File: config.mk
export PLATFORM = sky130hd
export DESIGN_NAME = hcc_exec
export DESIGN_NICKNAME = d
export VERILOG_FILES = /design/src/hw/rtl/hcc_pkg.sv /design/src/hw/rtl/hcc_exec.sv
export SDC_FILE = /design/constraint.sdc
export NUM_CORES = 1
export LEC_CHECK = 0
export BUFFER_PORTS_ARGS = -buffer_cell sky130_fd_sc_hd__buf_2
export CAP_MARGIN = 10
export CORE_ASPECT_RATIO = 1.1
export CORE_MARGIN = 3
export CORE_UTILIZATION = 50
export DETAILED_ROUTE_END_ITERATION = 8
export PLACE_DENSITY = 0.77
export SLEW_MARGIN = 20
export SYNTH_ARGS = -nofsm -noshare
export SYNTH_HDL_FRONTEND = slang
export SYNTH_SLANG_ARGS = --single-unit
File: constraint.sdc
create_clock -name vclk -period 10.9
set_clock_uncertainty 0.05 [all_clocks]
set_input_delay 1.09 -clock vclk [all_inputs]
set_output_delay 1.09 -clock vclk [all_outputs]
set_load 0.03 [all_outputs]
File: src/hw/rtl/hcc_pkg.sv
package hcc_pkg;

    localparam int unsigned WORD_W = 16;
    localparam int unsigned ADDR_W = 15;

    localparam logic [WORD_W-1:0] ALL_ONES = 16'hFFFF;

    typedef enum logic [5:0] {
        COMP_D_AND_Y   = 6'h00,
        COMP_D_PLUS_Y  = 6'h02,
        COMP_Y_MINUS_D = 6'h07,
        COMP_D         = 6'h0C,
        COMP_NOT_D     = 6'h0D,
        COMP_D_MINUS_1 = 6'h0E,
        COMP_NEG_D     = 6'h0F,
        COMP_D_MINUS_Y = 6'h13,
        COMP_D_OR_Y    = 6'h15,
        COMP_D_PLUS_1  = 6'h1F,
        COMP_ZERO      = 6'h2A,
        COMP_Y         = 6'h30,
        COMP_NOT_Y     = 6'h31,
        COMP_Y_MINUS_1 = 6'h32,
        COMP_NEG_Y     = 6'h33,
        COMP_Y_PLUS_1  = 6'h37,
        COMP_ONES      = 6'h3A,
        COMP_ONE       = 6'h3F
    } comp_t;

    typedef enum logic [2:0] {
        JMP_NEVER = 3'd0,
        JMP_GT    = 3'd1,
        JMP_EQ    = 3'd2,
        JMP_GE    = 3'd3,
        JMP_LT    = 3'd4,
        JMP_NE    = 3'd5,
        JMP_LE    = 3'd6,
        JMP_ALWAYS = 3'd7
    } jump_t;

    typedef struct packed {
        logic [ADDR_W-1:0]        next_pc;
        logic signed [WORD_W-1:0] a_value;
        logic signed [WORD_W-1:0] d_value;
        logic                     mem_write;
        logic [ADDR_W-1:0]        mem_address;
        logic signed [WORD_W-1:0] mem_data;
        logic                     halted;
        logic                     bad_op;
    } result_t;

endpackage

File: src/hw/rtl/hcc_exec.sv
module hcc_exec
    import hcc_pkg::*;
(
    input  logic [WORD_W-1:0] instruction,
    input  logic [WORD_W-1:0] a_cur,
    input  logic [WORD_W-1:0] d_cur,
    input  logic [WORD_W-1:0] m_cur,
    input  logic [ADDR_W-1:0] pc_cur,
    input  logic [WORD_W-1:0] program_length,
    output result_t           res
);

    logic [WORD_W-1:0] y;
    logic [WORD_W-1:0] r;
    logic              comp_ok;
    logic              neg;
    logic              zero;
    logic              pos;
    logic              take;
    logic [ADDR_W-1:0] pc_inc;

    assign y      = instruction[12] ? m_cur : a_cur;
    assign pc_inc = pc_cur + ADDR_W'(1);

    always_comb begin
        comp_ok = 1'b1;
        r       = '0;
        unique case (instruction[11:6])
            COMP_D_AND_Y:   r = d_cur & y;
            COMP_D_PLUS_Y:  r = d_cur + y;
            COMP_Y_MINUS_D: r = y - d_cur;
            COMP_D:         r = d_cur;
            COMP_NOT_D:     r = d_cur ^ ALL_ONES;
            COMP_D_MINUS_1: r = d_cur - WORD_W'(1);
            COMP_NEG_D:     r = WORD_W'(0) - d_cur;
            COMP_D_MINUS_Y: r = d_cur - y;
            COMP_D_OR_Y:    r = d_cur | y;
            COMP_D_PLUS_1:  r = d_cur + WORD_W'(1);
            COMP_ZERO:      r = '0;
            COMP_Y:         r = y;
            COMP_NOT_Y:     r = y ^ ALL_ONES;
            COMP_Y_MINUS_1: r = y - WORD_W'(1);
            COMP_NEG_Y:     r = WORD_W'(0) - y;
            COMP_Y_PLUS_1:  r = y + WORD_W'(1);
            COMP_ONES:      r = ALL_ONES;
            COMP_ONE:       r = WORD_W'(1);
            default:        comp_ok = 1'b0;
        endcase
    end

    assign neg  = r[WORD_W-1];
    assign zero = (r == '0);
    assign pos  = !neg && !zero;

    always_comb begin
        unique case (jump_t'(instruction[2:0]))
            JMP_NEVER:  take = 1'b0;
            JMP_GT:     take = pos;
            JMP_EQ:     take = zero;
            JMP_GE:     take = !neg;
            JMP_LT:     take = neg;
            JMP_NE:     take = !zero;
            JMP_LE:     take = !pos;
            JMP_ALWAYS: take = 1'b1;
            default:    take = 1'b0;
        endcase
    end

    always_comb begin
        res             = '0;
        res.next_pc     = pc_inc;
        res.a_value     = a_cur;
        res.d_value     = d_cur;
        if (!instruction[15]) begin
            res.a_value = instruction;
        end else begin
            res.mem_address = a_cur[ADDR_W-1:0];
            if (!comp_ok) begin
                res.bad_op = 1'b1;
            end else begin
                if (instruction[5]) begin
                    res.a_value = r;
                end
                if (instruction[4]) begin
                    res.d_value = r;
                end
                if (instruction[3]) begin
                    res.mem_write = 1'b1;
                    res.mem_data  = r;
                end
                if (take) begin
                    res.next_pc = a_cur[ADDR_W-1:0];
                end
            end
        end
        res.halted = ({1'b0, res.next_pc} >= program_length);
    end

endmodule

==> results of run 1 <==
==> report_power, final <==
part	switching (mW)	internal, mW	leakage (nW)
logic	0.244	0.129	3.22
registers	0	0	0
clock network	0	0	0
==> cells by family after synthesis <==
family,Yosys count
and+or+nand+nor,422
xor gates and xnor gates,75
AOI/OAI and AO/OA,300
adders and majority gates,52
muxes,43
buffers and inverters,108
==> worst max-delay path by stage <==
| stage | startpoint | to | depth (start not counted) |
|---|---|---|---|
| after detailed placement | instruction[11] | res[1] | 32 |
| final | instruction[11] | res[1] | 32 |
| after CTS | instruction[11] | res[1] | 32 |
| after global routing | instruction[11] | res[1] | 33 |
| after floorplan | instruction[9] | res[1] | 32 |
| after global placement | instruction[11] | res[1] | 32 |
==> cells in the final DEF, fill, tap and decap left out, types with 8 or more instances in the layout <==
cell type | netlist | routed
nand4_1 | 14 | 14
nor3b_1 | 8 | 8
and3_1 | 19 | 19
o22ai_1 | 11 | 11
a21o_1 | 15 | 15
a21oi_1 | 81 | 81
a211oi_1 | 10 | 10
o21ai_0 | 69 | 69
nor3_1 | 28 | 28
a31oi_1 | 13 | 13
mux2_1 | 12 | 12
or3_1 | 8 | 8
buf_2 | 9 | 176
nor2b_1 | 16 | 16
buf_4 | 0 | 15
a221oi_1 | 12 | 12
ha_1 | 50 | 50
mux2_2 | 8 | 8
inv_1 | 39 | 39
nor2_1 | 90 | 90
mux2i_1 | 22 | 22
nand3_1 | 54 | 54
and2_1 | 25 | 25
xor2_1 | 33 | 33
o211ai_1 | 10 | 10
nand2_1 | 99 | 99
nor4_1 | 15 | 14
xnor2_1 | 42 | 42
==> tightest hold or removal path, stage by stage <==
cell and delay (ns):
buf_2 0.08, a211oi_1 0.03, buf_2 0.17
==> final cells by class <==
class                           instances  area (µm²)
Multi-Input combinational cell        892        5920
Inverter                               40         150
Tap cell                              154         193
Fill cell                            1249        4940
Timing Repair Buffer                  191         993
==> routing by layer <==
layer	vias to the layer above	global-route usage	wire length [µm]
met5	-	0	0
met2	597	0.591	11900
li1	3963	-	-
met4	0	0.186	1700
met1	3877	0.471	10600
met3	135	0.0845	3290
==> qor.yml, run 1 <==
nNetsFinal: 1272
grt_usage: 0.371
design.seq.count: 0
clkbuf_count: 0
ctsResizeCount: 0
dr.pass1.iters: 6
yosys.area_share.simple: 0.342
yosysTopAreaCellShare: 0.0988
crit_family: "compound AO/OA/AOI/OAI gates"
finalWirelength_um: 27500
cp-start-kind: "primary input"
min_path_cells: 3
grt_pass1_vias: 7826
vias: 8572
synth_warnings: 0
synth_commonest_cells: "99 x nand2_1, 90 x nor2_1, 81 x a21oi_1, 69 x o21ai_0, 56 x clkbuf_1"
grt_max_degree: 43
synth_top_family_by_area: "simple AND/OR/NAND/NOR gates"
fin_crit_sh: 0.907
slowest_stage: "a211oi_1"
setup_tns_ns: 0
synth_mux_area_frac: 0.0725
syn2layout_area_growth_pct: 14.6
synthCells: 1000
syn_avg_cell_area_um2: 6.33
start_util: 0.519
slowest_delay_ns: 0.52
endpoint_kind: "primary output"
drc: 0
synth_fa_ha_area_frac: 0.105
power_mw: 0.373
max_freq_mhz: 101
seqCellArea_um2: 0
fin_cells: 1277
worstMarginPinSlew_ns: 1.12
final_core_util: 0.595
io_pins: 176
critical_path_required_ns: 9.76
ir_worst_vdd_mv: 0.0473
place_area_mm2: 0.00726
hold_class: "primary input to primary output"
place_hpwl_um: 22000
pre_cts_ws_ns: 1.20
slew_viol_final: 0
crit_fanout: 23
hold_slack_ns: 2.40
slew_headroom: 0.250
timing.final.ws_setup_ns: 1.02
hold_buffers: 0
ys_types: 77
max_cap_viol_count: 0
grt_pass1_wl_um: 41800
path_class: "primary input to primary output"
yosysSeqAreaShare: 0
arrival_ns: 8.74
antenna-diode-count: 0
synth_compound_area_frac: 0.310
gr-total-overflow: 0
antenna_found_initial: 0
holdPathEnd: "res[1]"
path_buf_inv: 5
syn-cell-area_mm2: 0.00633
syn_nets: 1147
status: "complete, no violations"
die_area_mm2: 0.0141
synth-xor-area-share: 0.104
rows: 42
die_y_um: 124
viasPerCell: 6.71
drt_iter0_markers: 1123
synth.top_cells.by_area: "ha_1 9.9%, a21oi_1 6.4%, nand2_1 5.9%"
ant_nets: 0
min_period_ns: 9.88
cpMostUsedCell: "a21o_1"
rsz0062_at_grt: "false"
worstHoldStart: "program_length[15]"
post-cts-setup-buffers: 0
core_mm2: 0.0122
avgRoutedWirePerCell_um: 21.5
drive_gt1_frac: 0.191
placed_cells: 1277
place.gp.congestion: 1.01
finalHoldViolCount: 0
final_area_mm2: 0.00726
setup_viol: 0
post-synth-top-area-cell: "ha_1"
p_leak_nw: 3.22
yosysMostFrequentCell: "nand2_1"
port_buffers: 176
die_w_um: 113
powerDensity_mw_per_mm2: 51.4
No activity file was read; power rests on OpenSTA's default activity.
==> run 2: changes to the inputs <==
CORE_UTILIZATION = 58   (was 50)
PLACE_DENSITY = not set   (was 0.77)
PLACE_DENSITY_LB_ADDON = 0.1   (was not set)
clock period = 11.45 ns   (was 10.9 ns; I/O delays follow)
==> run 2 against run 1 <==
Compared with the run above: final area down 0.19%; largest power group unchanged; highest routed layer is now met5; via count is 0.34% higher; routed wire length grew 0.34%; critical path type unchanged; sequential cell count unchanged; worst hold slack improved by 0.12 ns.
==> qor.yml, run 2 (synthesized netlist as in run 1, its figures left out) <==
status: "complete, no violations"
p_switching_mw: 0.233  # -4.5%
drive_gt1_frac: 0.191  # unchanged
p_seq_frac: 0  # unchanged
grt_use_met1: 0.523  # +0.0523
slowest_stage: "a211oi_1"
io_pins: 176  # unchanged
final_common_cell: "buf_2"
viasPerCell: 6.79  # +1.2%
antenna-diode-count: 0  # unchanged
setup_viol: 0  # unchanged
endpoint_kind: "primary output"
nNetsFinal: 1272  # unchanged
slew_headroom: 0.196  # -0.0545
powerDensity_mw_per_mm2: 49.1  # -4.5%
seqCellArea_um2: 0  # unchanged
max_cap_viol_count: 0  # unchanged
start_util: 0.601  # +0.0814
crit_fanout: 23  # unchanged
grt_max_degree: 43  # unchanged
rows: 39  # -7.1%
grt_usage: 0.426  # +0.0549
rsz0062_at_grt: "false"
arrival_ns: 8.81  # +0.07 ns
layout_common_cells: "176 x buf_2, 99 x nand2_1, 90 x nor2_1, 81 x a21oi_1, 69 x o21ai_0"
design.seq.count: 0  # unchanged
hold_buffers: 0  # unchanged
combPwrFrac: 1.000  # about the same
switching_share: 0.655  # +0.000995
syn2layout_area_growth_pct: 14.4
drt_iter0_markers: 1262  # +12%
slowest_delay_ns: 0.57  # +0.05 ns
post-cts-setup-buffers: 0  # unchanged
critical_path_required_ns: 10.26  # +0.50 ns
place_area_mm2: 0.00724  # -0.19%
die_area_mm2: 0.0122  # -13%
finalWirelength_um: 27600  # +0.34%
place_hpwl_um: 21800  # -1.1%
final_area_mm2: 0.00724  # -0.19%
max_freq_mhz: 99.9
power_frac_clock: 0  # unchanged
worstMarginPinSlew_ns: 1.20  # +0.0719 ns
path_class: "primary input to primary output"
ant_nets: 0  # unchanged
port_buffers: 176  # unchanged
cp-start-kind: "primary input"
core_mm2: 0.0105  # -14%
cpMostUsedCell: "a21o_1"
grt_pass1_vias: 7809  # -0.22%
fin_crit_sh: 0.874
place.gp.congestion: 1.02  # +0.52%
avgRoutedWirePerCell_um: 21.8  # +1.2%
setup_tns_ns: 0  # unchanged
min_period_ns: 10.01
die_w_um: 106  # -6.8%
ctsResizeCount: 0  # unchanged
dr.pass1.iters: 6  # unchanged
finalHoldViolCount: 0  # unchanged
hold_slack_ns: 2.53  # +0.124 ns
antenna_found_initial: 1  # +1
die_y_um: 116  # -6.8%
vias: 8601  # +0.34%
met2_usage: 0.697  # +0.106
fillCellCount: 1018  # -18%
drc: 0  # unchanged
hold_class: "primary input to primary output"
multiInputGateArea_mm2: 0.00592  # unchanged
p_int_mw: 0.123  # -4.9%
gr-usage-met3: 0.100  # +0.0157
clkbuf_count: 0  # unchanged
ir_worst_vdd_mv: 0.0497  # +5.1%
p_leak_nw: 3.22  # about the same
top_usage_layer: "met2"
grt_pass1_wl_um: 41900  # +0.22%
gr-total-overflow: 0  # unchanged
slew_viol_final: 0  # unchanged
-- run 2: cell counts in the layout (fill, tap and decap cells not counted) --
Identical to the previous run, type by type.
-- run 2: power groups by stage --
stage | registers [mW] | logic [mW] | clock network, mW
2_1_floorplan | 0 | 0.240 | 0
3_3_place_gp | 0 | 0.340 | 0
3_5_place_dp | 0 | 0.343 | 0
4_1_cts | 0 | 0.345 | 0
5_1_grt | 0 | 0.380 | 0
6_report | 0 | 0.356 | 0
-- run 2: path summary, 6_finish.rpt --
kind	startpoint	endpoint	slack [ns]	cells past startpoint
setup / recovery	instruction[11]	res[1]	1.44	31
hold / removal	program_length[15]	res[1]	2.53	3
-- run 2: final cells by class --
cell class	instances	area share
multi-input cells	892	0.817
repair buffers	191	0.137
well taps	143	0.0247
inverters	40	0.0207
-- run 2: worst max-delay path, delay by kind of cell --
kind | cells | cell delay [ns]
xor gates and xnor gates | 1 | 0.20
AOI/OAI and AO/OA | 15 | 3.13
adders and majority gates | 3 | 0.91
buffers and inverters | 4 | 0.86
and+or+nand+nor | 7 | 2.15
muxes | 1 | 0.40
-- run 2: stage by stage --
step | utilization | total power, mW | setup WS, ns | instances
6_report | 0.687 | 0.356 | 1.44 | 1266
5_1_grt | 0.687 | 0.380 | 1.04 | 1266
4_1_cts | 0.687 | 0.345 | 1.54 | 1266
3_5_place_dp | 0.687 | 0.343 | 1.58 | 1266
3_3_place_gp | 0.687 | 0.340 | 1.85 | 1266
2_1_floorplan | - | 0.240 | 2.16 | 1000
-- run 2: per-layer routing --
metal	wire length (µm)	vias to the layer above
met5	11	-
met4	1740	2
met3	3610	141
met2	12000	675
met1	10200	3815
li1	-	3968
