**config.mk**
```make
export PLATFORM = sky130hd
export DESIGN_NAME = hcc_out_skid
export DESIGN_NICKNAME = d
export VERILOG_FILES = /design/src/hw/rtl/hcc_pkg.sv /design/src/hw/rtl/hcc_out_skid.sv
export SDC_FILE = /design/constraint.sdc
export NUM_CORES = 1
export LEC_CHECK = 0
export BUFFER_PORTS_ARGS = -buffer_cell sky130_fd_sc_hd__buf_2
export CAP_MARGIN = 40
export CORE_MARGIN = 2
export CORE_UTILIZATION = 30
export DETAILED_ROUTE_END_ITERATION = 8
export PLACE_DENSITY = 0.55
export SLEW_MARGIN = 20
export SYNTH_ARGS = -nofsm -noshare
export SYNTH_HDL_FRONTEND = slang
export SYNTH_SLANG_ARGS = --single-unit
```
**constraint.sdc**
```tcl
create_clock -name aclk -period 8.9 [get_ports aclk]
set_clock_uncertainty 0.05 [all_clocks]
set_input_delay 1.335 -clock aclk [delete_from_list [all_inputs] [get_ports aclk]]
set_output_delay 1.335 -clock aclk [all_outputs]
set_load 0.01 [all_outputs]
```
**src/hw/rtl/hcc_pkg.sv**
```systemverilog
package hcc_pkg;

    localparam int unsigned WORD_W = 16;
    localparam int unsigned ADDR_W = 15;

    localparam logic [WORD_W-1:0] ALL_ONES = 16'hFFFF;

    typedef enum logic [5:0] {
        COMP_D_AND_Y   = 6'h00,
        COMP_D_PLUS_Y  = 6'h02,
        COMP_Y_MINUS_D = 6'h07,
        COMP_D         = 6'h0C,
        COMP_NOT_D     = 6'h0D,
        COMP_D_MINUS_1 = 6'h0E,
        COMP_NEG_D     = 6'h0F,
        COMP_D_MINUS_Y = 6'h13,
        COMP_D_OR_Y    = 6'h15,
        COMP_D_PLUS_1  = 6'h1F,
        COMP_ZERO      = 6'h2A,
        COMP_Y         = 6'h30,
        COMP_NOT_Y     = 6'h31,
        COMP_Y_MINUS_1 = 6'h32,
        COMP_NEG_Y     = 6'h33,
        COMP_Y_PLUS_1  = 6'h37,
        COMP_ONES      = 6'h3A,
        COMP_ONE       = 6'h3F
    } comp_t;

    typedef enum logic [2:0] {
        JMP_NEVER = 3'd0,
        JMP_GT    = 3'd1,
        JMP_EQ    = 3'd2,
        JMP_GE    = 3'd3,
        JMP_LT    = 3'd4,
        JMP_NE    = 3'd5,
        JMP_LE    = 3'd6,
        JMP_ALWAYS = 3'd7
    } jump_t;

    typedef struct packed {
        logic [ADDR_W-1:0]        next_pc;
        logic signed [WORD_W-1:0] a_value;
        logic signed [WORD_W-1:0] d_value;
        logic                     mem_write;
        logic [ADDR_W-1:0]        mem_address;
        logic signed [WORD_W-1:0] mem_data;
        logic                     halted;
        logic                     bad_op;
    } result_t;

endpackage

```
**src/hw/rtl/hcc_out_skid.sv**
```systemverilog
module hcc_out_skid
    import hcc_pkg::*;
(
    input  logic    aclk,
    input  logic    aresetn,
    input  logic    in_valid,
    output logic    in_ready,
    input  result_t in_data,
    output logic    out_valid,
    input  logic    out_ready,
    output result_t out_data
);

    logic    out_valid_reg;
    result_t out_data_reg;
    logic    skid_valid_reg;
    result_t skid_data_reg;

    assign in_ready  = !skid_valid_reg;
    assign out_valid = out_valid_reg;
    assign out_data  = out_data_reg;

    always_ff @(posedge aclk) begin
        if (!aresetn) begin
            out_valid_reg  <= 1'b0;
            skid_valid_reg <= 1'b0;
        end else if (!out_valid_reg || out_ready) begin
            if (skid_valid_reg) begin
                out_valid_reg  <= 1'b1;
                out_data_reg   <= skid_data_reg;
                skid_valid_reg <= 1'b0;
            end else begin
                out_valid_reg <= in_valid;
                out_data_reg  <= in_data;
            end
        end else if (in_valid && !skid_valid_reg) begin
            skid_valid_reg <= 1'b1;
            skid_data_reg  <= in_data;
        end
    end

endmodule

```
==> results.py, run 1 <==
metrics = {
    "place": {
        "placed_area_mm2": 0.00709,
        "dp_hpwl_mm": 7.18,
        "io_buffers": 167,
        "gp_congestion": 0.734,
    },
    "floorplan": {
        "dieArea_mm2": 0.0210,
        "start_util_pct": 30.6,
        "fp.coreArea_mm2": 0.0195,
        "die_h_um": 145,
        "io_pins": 168,
        "die_width_um": 145,
        "core.rowCount": 51,
    },
    "global_routing": {
        "gr-total-overflow": 0,
        "antenna_found_initial": 1,
        "grt_usage_pct": 11.0,
        "grt_max_degree": 46,
        "grt_pass1_wl_mm": 17.2,
        "grt_pass1_vias": 3275,
    },
    "clock_tree": {
        "clk_path_buf_depth": 2,
        "numCtsBuffers": 17,
        "tritoncts": "done",
        "clkLatencyLatePin_ns": 0.41,
        "hold_buffers": 0,
        "clk_pin_slew_ns": 0.06,
        "post-cts-setup-buffers": 0,
        "cts-root-buf": "clkbuf_16",
        "cts_htree_levels": 4,
        "cts_resized": 0,
        "numClockSinks": 164,
    },
    "setup_path": {
        "slowest_stage": "buf_4",
        "cp-end-kind": "flop",
        "critPathKind": "primary input to flop",
        "arrival_ns": 2.93,
        "r2r_start": "skid_valid_reg",
        "worst_path_most_repeated_cell": "buf_4",
        "critPathLaunch": "out_ready",
        "crit_fanout": 44,
        "critPathMaxStageDelay_ns": 0.57,
        "worstPathRequired_ns": 8.89,
        "path_cells": "buf_2 > nand2b_1 > nor3_2 > buf_4 > buf_4",
        "critPathLaunchType": "primary input",
    },
    "synth": {
        "yosysUniqueCellTypes": 13,
        "synth.area.top_cells": "edfxtp_1 82%, mux2_2 15%, buf_6 1.3%",
        "ys_ff_latch": 164,
        "ys_warn_count": 0,
        "synth_top_cell_by_area": "edfxtp_1",
        "syn_area_per_cell_um2": 22.7,
        "netlist.area_leader.share_pct": 81.7,
        "syn-num-nets": 347,
        "synth_area_mm2": 0.00595,
        "synthCells": 262,
        "yosysSeqAreaShare_pct": 82.4,
    },
    "timing": {
        "period_share_pct": 33.1,
        "setup_viol": 0,
        "fmax_mhz": 339,
        "worst_slew_pin_slew_ns": 0.602,
        "drv_slew": 0,
        "finalHoldViolCount": 0,
        "holdWs_ns": 0.491,
        "period_minus_slack_ns": 2.95,
        "rsz0062_at_grt": "false",
        "relSlewSlack_pct": 59.9,
        "fin_tns_setup_ns": 0,
    },
    "detailed_routing": {
        "drcViolationCount": 0,
        "drt-total-wl_mm": 11.1,
        "avgViaCountPerCell": 4.20,
        "wl_per_cell_um": 15.4,
        "vias": 3030,
        "dr.pass1.iters": 4,
        "antenna_left": 0,
        "initialDrtViolationCount": 126,
    },
    "pwr": {
        "ir_drop_mv": 0.118,
        "p_leak_uw": 0.00279,
        "cellPowerDensity_mw_per_mm2": 219,
    },
    "hold_path": {
        "min_path_type": "flop to flop",
        "min_from": "skid_data_reg[30]",
    },
    "run": {
        "max_cap_viol_count": 0,
    },
    "cells_and_area": {
        "fill_cells": 1814,
        "drive_gt1_share_pct": 62.7,
        "fin_area_mm2": 0.00764,
        "utilization_pct": 39.2,
        "final_cell_mix": "167 x buf_2, 162 x edfxtp_1, 81 x mux2_2",
        "layout_commonest_cell": "buf_2",
        "syn_to_final_growth_pct": 28.3,
        "final_nets": 528,
        "n_antenna_cell": 0,
    },
    "outcome": {
        "outcome": "complete, no violations",
    },
}
-- metrics by stage --
step           power (uW)  setup slack (ns)  instances
6_report             1670              5.95        721
2_1_floorplan         958              1.15        262
3_5_place_dp         1010              5.48        689
4_1_cts              1700              5.94        721
3_3_place_gp         1010              5.57        688
5_1_grt              1740              5.84        721
-- power by group --
part / internal [uW] / leakage (uW) / switching [uW] / total, uW
Clock: 383 / 0.000267 / 294 / 677
Sequential: 884 / 0.00153 / 8.46 / 893
Combinational: 48.6 / 0.000992 / 52.1 / 101
-- layout make-up --
class	count	area, um^2	share of cell area [%]
clock buffers	18	429	5.62
inverters	1	3.75	0.0491
flip-flops and latches	164	4910	64.3
clock inverters	14	114	1.49
multi-input cells	88	965	12.6
well taps	265	332	4.34
repair buffers	171	886	11.6
-- cell usage after synthesis, drive strengths merged --
master and instances:
nand2 1, inv 1, edfxtp 162, and2 1, buf 9, dfxtp 2
mux2 81, nor2 1, a21boi 1, nor3 1, nand2b 1, nor3b 1
-- final timing paths --
path         cells after the start                end  slack, ns
max                              5  skid_data_reg[49]       5.95
min                              1       out_data[30]       0.49
max reg2reg                      3  skid_data_reg[49]       6.59
min reg2reg                      1       out_data[30]       0.49
-- per-layer routing --
layer	track usage, %	routed length [um]	up-vias
met4	4.19	173	2
met2	18.6	5460	100
met5	0	16	-
li1	-	-	1411
met1	12.4	4700	1503
met3	4.48	721	14
-- critical path: cells and delay by family --
kind                   cells  cell delay [ns]
AND/OR/NAND/NOR            2             0.38
buffers and inverters      3             1.11
-- cell families after synthesis --
family	count (synthesis)	share of synthesized area [%]
compound gates	1	0.126
buf+inv	10	1.55
flops	164	82.4
mux	81	15.3
simple gates	6	0.630
(Power assumes the default switching activity.)
==> run 2: changes to the inputs <==
ABC_AREA = 1   (was not set)
PLACE_DENSITY = 0.57   (was 0.55)
clock period = 2.7 ns   (was 8.9 ns; I/O delays follow)
==> run 2 against run 1 <==
  * Power grew to 3.4 times the previous value
  * Sequential share of layout area shrank 0.55 points
  * Via count grew 23%
  * Global-route usage grew 1.1 points
  * Hold slack lost 0.37 ns
  * Setup slack lost 5.1 ns
  * Register-to-register slack lost 5.6 ns
  * Synthesized area grew 1.5%
  * Clock-buffer cell count shrank 1
  * Sequential cell count is the same
  * Sequential power grew to 3.3 times the previous value
  * Die area grew 1.4%
  * Critical path type is now flop to output port
==> results.py, run 2 <==
metrics = {
    "outcome": {
        "outcome": "complete, no violations",
    },
    "floorplan": {
        "core.rowCount": 51,
        "io_pins": 168,
        "fp.coreArea_mm2": 0.0196,
        "die_width_um": 146,
        "dieArea_mm2": 0.0213,
        "die_h_um": 146,
        "start_util_pct": 30.8,
    },
    "timing": {
        "worst_slew_pin_slew_ns": 0.673,
        "period_share_pct": 70.0,
        "period_minus_slack_ns": 1.89,
        "drv_slew": 0,
        "setup_viol": 0,
        "rsz0062_at_grt": "false",
        "finalHoldViolCount": 0,
        "fmax_mhz": 529,
        "relSlewSlack_pct": 55.2,
        "fin_tns_setup_ns": 0,
        "fin_ws_ns": 0.809,
    },
    "detailed_routing": {
        "initialDrtViolationCount": 185,
        "wl_met1_mm": 5.86,
        "antenna_left": 0,
        "wl_per_cell_um": 14.2,
        "wl_met2_mm": 5.69,
        "met3_length_um": 934,
        "dr.pass1.iters": 5,
        "drcViolationCount": 0,
        "vias": 3731,
        "top_layer": "met4",
        "avgViaCountPerCell": 4.20,
        "drt-total-wl_mm": 12.7,
    },
    "cells_and_area": {
        "n_antenna_cell": 0,
        "drive_gt1_share_pct": 33.3,
        "layout_commonest_cell": "nand2_1",
        "syn_to_final_growth_pct": 27.5,
        "final_cell_mix": "245 x nand2_1, 167 x buf_2, 162 x edfxtp_1",
        "final_nets": 696,
    },
    "setup_path": {
        "path_cells": "inv_2 > buf_4 > buf_2",
        "reg2reg_slack_ns": 1.02,
        "r2r_start": "out_valid",
        "worstPathRequired_ns": 2.25,
        "critPathLaunchType": "flop",
        "r2r_end": "skid_data_reg[68]",
        "slowest_stage": "buf_4",
        "crit_buf_inv": 3,
        "critPathKind": "flop to output port",
        "reg2reg_depth": 3,
        "critical-path-top-delay-family": "buffers and inverters",
        "arrival_ns": 1.44,
        "crit_fanout": 41,
        "cp-end-kind": "output port",
        "critPathMaxStageDelay_ns": 0.39,
    },
    "pwr": {
        "cellPowerDensity_mw_per_mm2": 739,
        "switching_power_uw": 1270,
        "p_clk_share_pct": 41.9,
        "p_sw_share_pct": 22.2,
        "combinationalPowerShare_pct": 6.2,
        "p_leak_uw": 0.00322,
        "seq_power_share_pct": 51.9,
        "ir_drop_mv": 0.411,
        "power.internal_uw": 4430,
    },
    "place": {
        "gp_congestion": 0.727,
        "dp_hpwl_mm": 8.34,
        "io_buffers": 167,
        "dp_slack_ns": 0.816,
    },
    "synth": {
        "synth_adder_area_share_pct": 0,
        "synth_area_mm2": 0.00604,
        "ys.flop_type": "edfxtp_1",
        "syn-num-nets": 520,
        "synth_edf_count": 162,
        "ys_warn_count": 0,
        "synth_common_cells": "245 x nand2_1, 162 x edfxtp_1, 14 x buf_6, 3 x nor2_1",
        "synth_most_common_cell": "nand2_1",
        "synthCells": 435,
        "ys_ff_latch": 164,
        "synth_top_cell_by_area": "edfxtp_1",
        "synth_compound_area_share_pct": 0.207,
        "synth_xor_area_share_pct": 0,
        "async_flop_share_pct": 0,
        "synth_mux_area_share_pct": 0,
        "netlist.area_leader.share_pct": 80.5,
        "synth_top_family_by_area": "simple AND/OR/NAND/NOR gates",
        "yosysSeqAreaShare_pct": 81.2,
        "yosys.area_share.simple_pct": 15.5,
        "yosysUniqueCellTypes": 12,
        "synth.area.top_cells": "edfxtp_1 80%, nand2_1 15%, buf_6 2.6%",
        "syn_area_per_cell_um2": 13.9,
    },
    "run": {
        "max_cap_viol_count": 0,
    },
    "hold_path": {
        "min_from": "in_data[27]",
        "min_path_type": "primary input to flop",
        "worstHoldEndpoint": "skid_data_reg[27]",
        "whs_path_depth": 1,
    },
    "clock_tree": {
        "post-cts-setup-buffers": 0,
        "numCtsBuffers": 17,
        "clk_path_buf_depth": 2,
        "cts-root-buf": "clkbuf_16",
        "clkLatencyLatePin_ns": 0.42,
        "clk_pin_slew_ns": 0.07,
        "cts_htree_levels": 4,
        "hold_buffers": 0,
        "tritoncts": "done",
        "numClockSinks": 164,
        "cts_resized": 0,
    },
    "global_routing": {
        "grt_usage_pct": 12.1,
        "grt_max_degree": 84,
        "gr-total-overflow": 0,
        "grt_pass1_vias": 3775,
        "antenna_found_initial": 0,
        "grt_pass1_wl_mm": 20.1,
    },
}
==> run 2: power groups by stage <==
stage	Sequential [uW]	Clock (uW)	Combinational, uW
floorplan	3060	0	119
global placement	3010	0	349
detailed placement	3010	0	359
CTS	2950	2460	360
global route	2960	2560	395
finish	2950	2390	353
==> run 2: layer usage <==
layer	GRT usage (%)	vias up
li1	-	1825
met1	16.0	1733
met2	18.4	159
met3	3.98	14
met4	4.85	0
met5	0	-
==> run 2: cell families after synthesis <==
kind of cell	Yosys count
and+or+nand+nor	249
DFF	164
buffers and inverters	20
AOI/OAI and AO/OA	2
==> run 2: worst max path at each step <==
stage / cells after the start / from / slack [ns] / endpoint
6_report: 3 / skid_valid_reg / 0.81 / in_ready
5_1_grt: 3 / skid_valid_reg / 0.72 / in_ready
4_1_cts: 3 / skid_valid_reg / 0.77 / in_ready
3_5_place_dp: 5 / out_ready / 0.82 / skid_data_reg[68]
3_3_place_gp: 5 / out_ready / 0.87 / skid_data_reg[55]
2_1_floorplan: 2 / out_ready / 0.35 / out_data[0]
==> run 2: cell type report <==
class | instances | area, um^2
Inverter | 2 | 7.51
Sequential cell | 164 | 4910
Clock inverter | 15 | 155
Clock buffer | 17 | 425
Fill cell | 1874 | 11900
Timing Repair Buffer | 175 | 908
Tap cell | 265 | 332
Multi-Input combinational cell | 251 | 967
==> run 2: stage by stage <==
stage / power [uW] / utilization, % / hold slack (ns) / instances / cell area (um^2)
floorplan: 3180 / - / 0.444 / 435 / 6060
global placement: 3360 / 36.3 / 0.450 / 856 / 7100
detailed placement: 3370 / 36.3 / 0.452 / 856 / 7100
CTS: 5770 / 39.2 / 0.0904 / 888 / 7680
global route: 5920 / 39.3 / 0.0999 / 889 / 7700
finish: 5690 / 39.3 / 0.124 / 889 / 7700
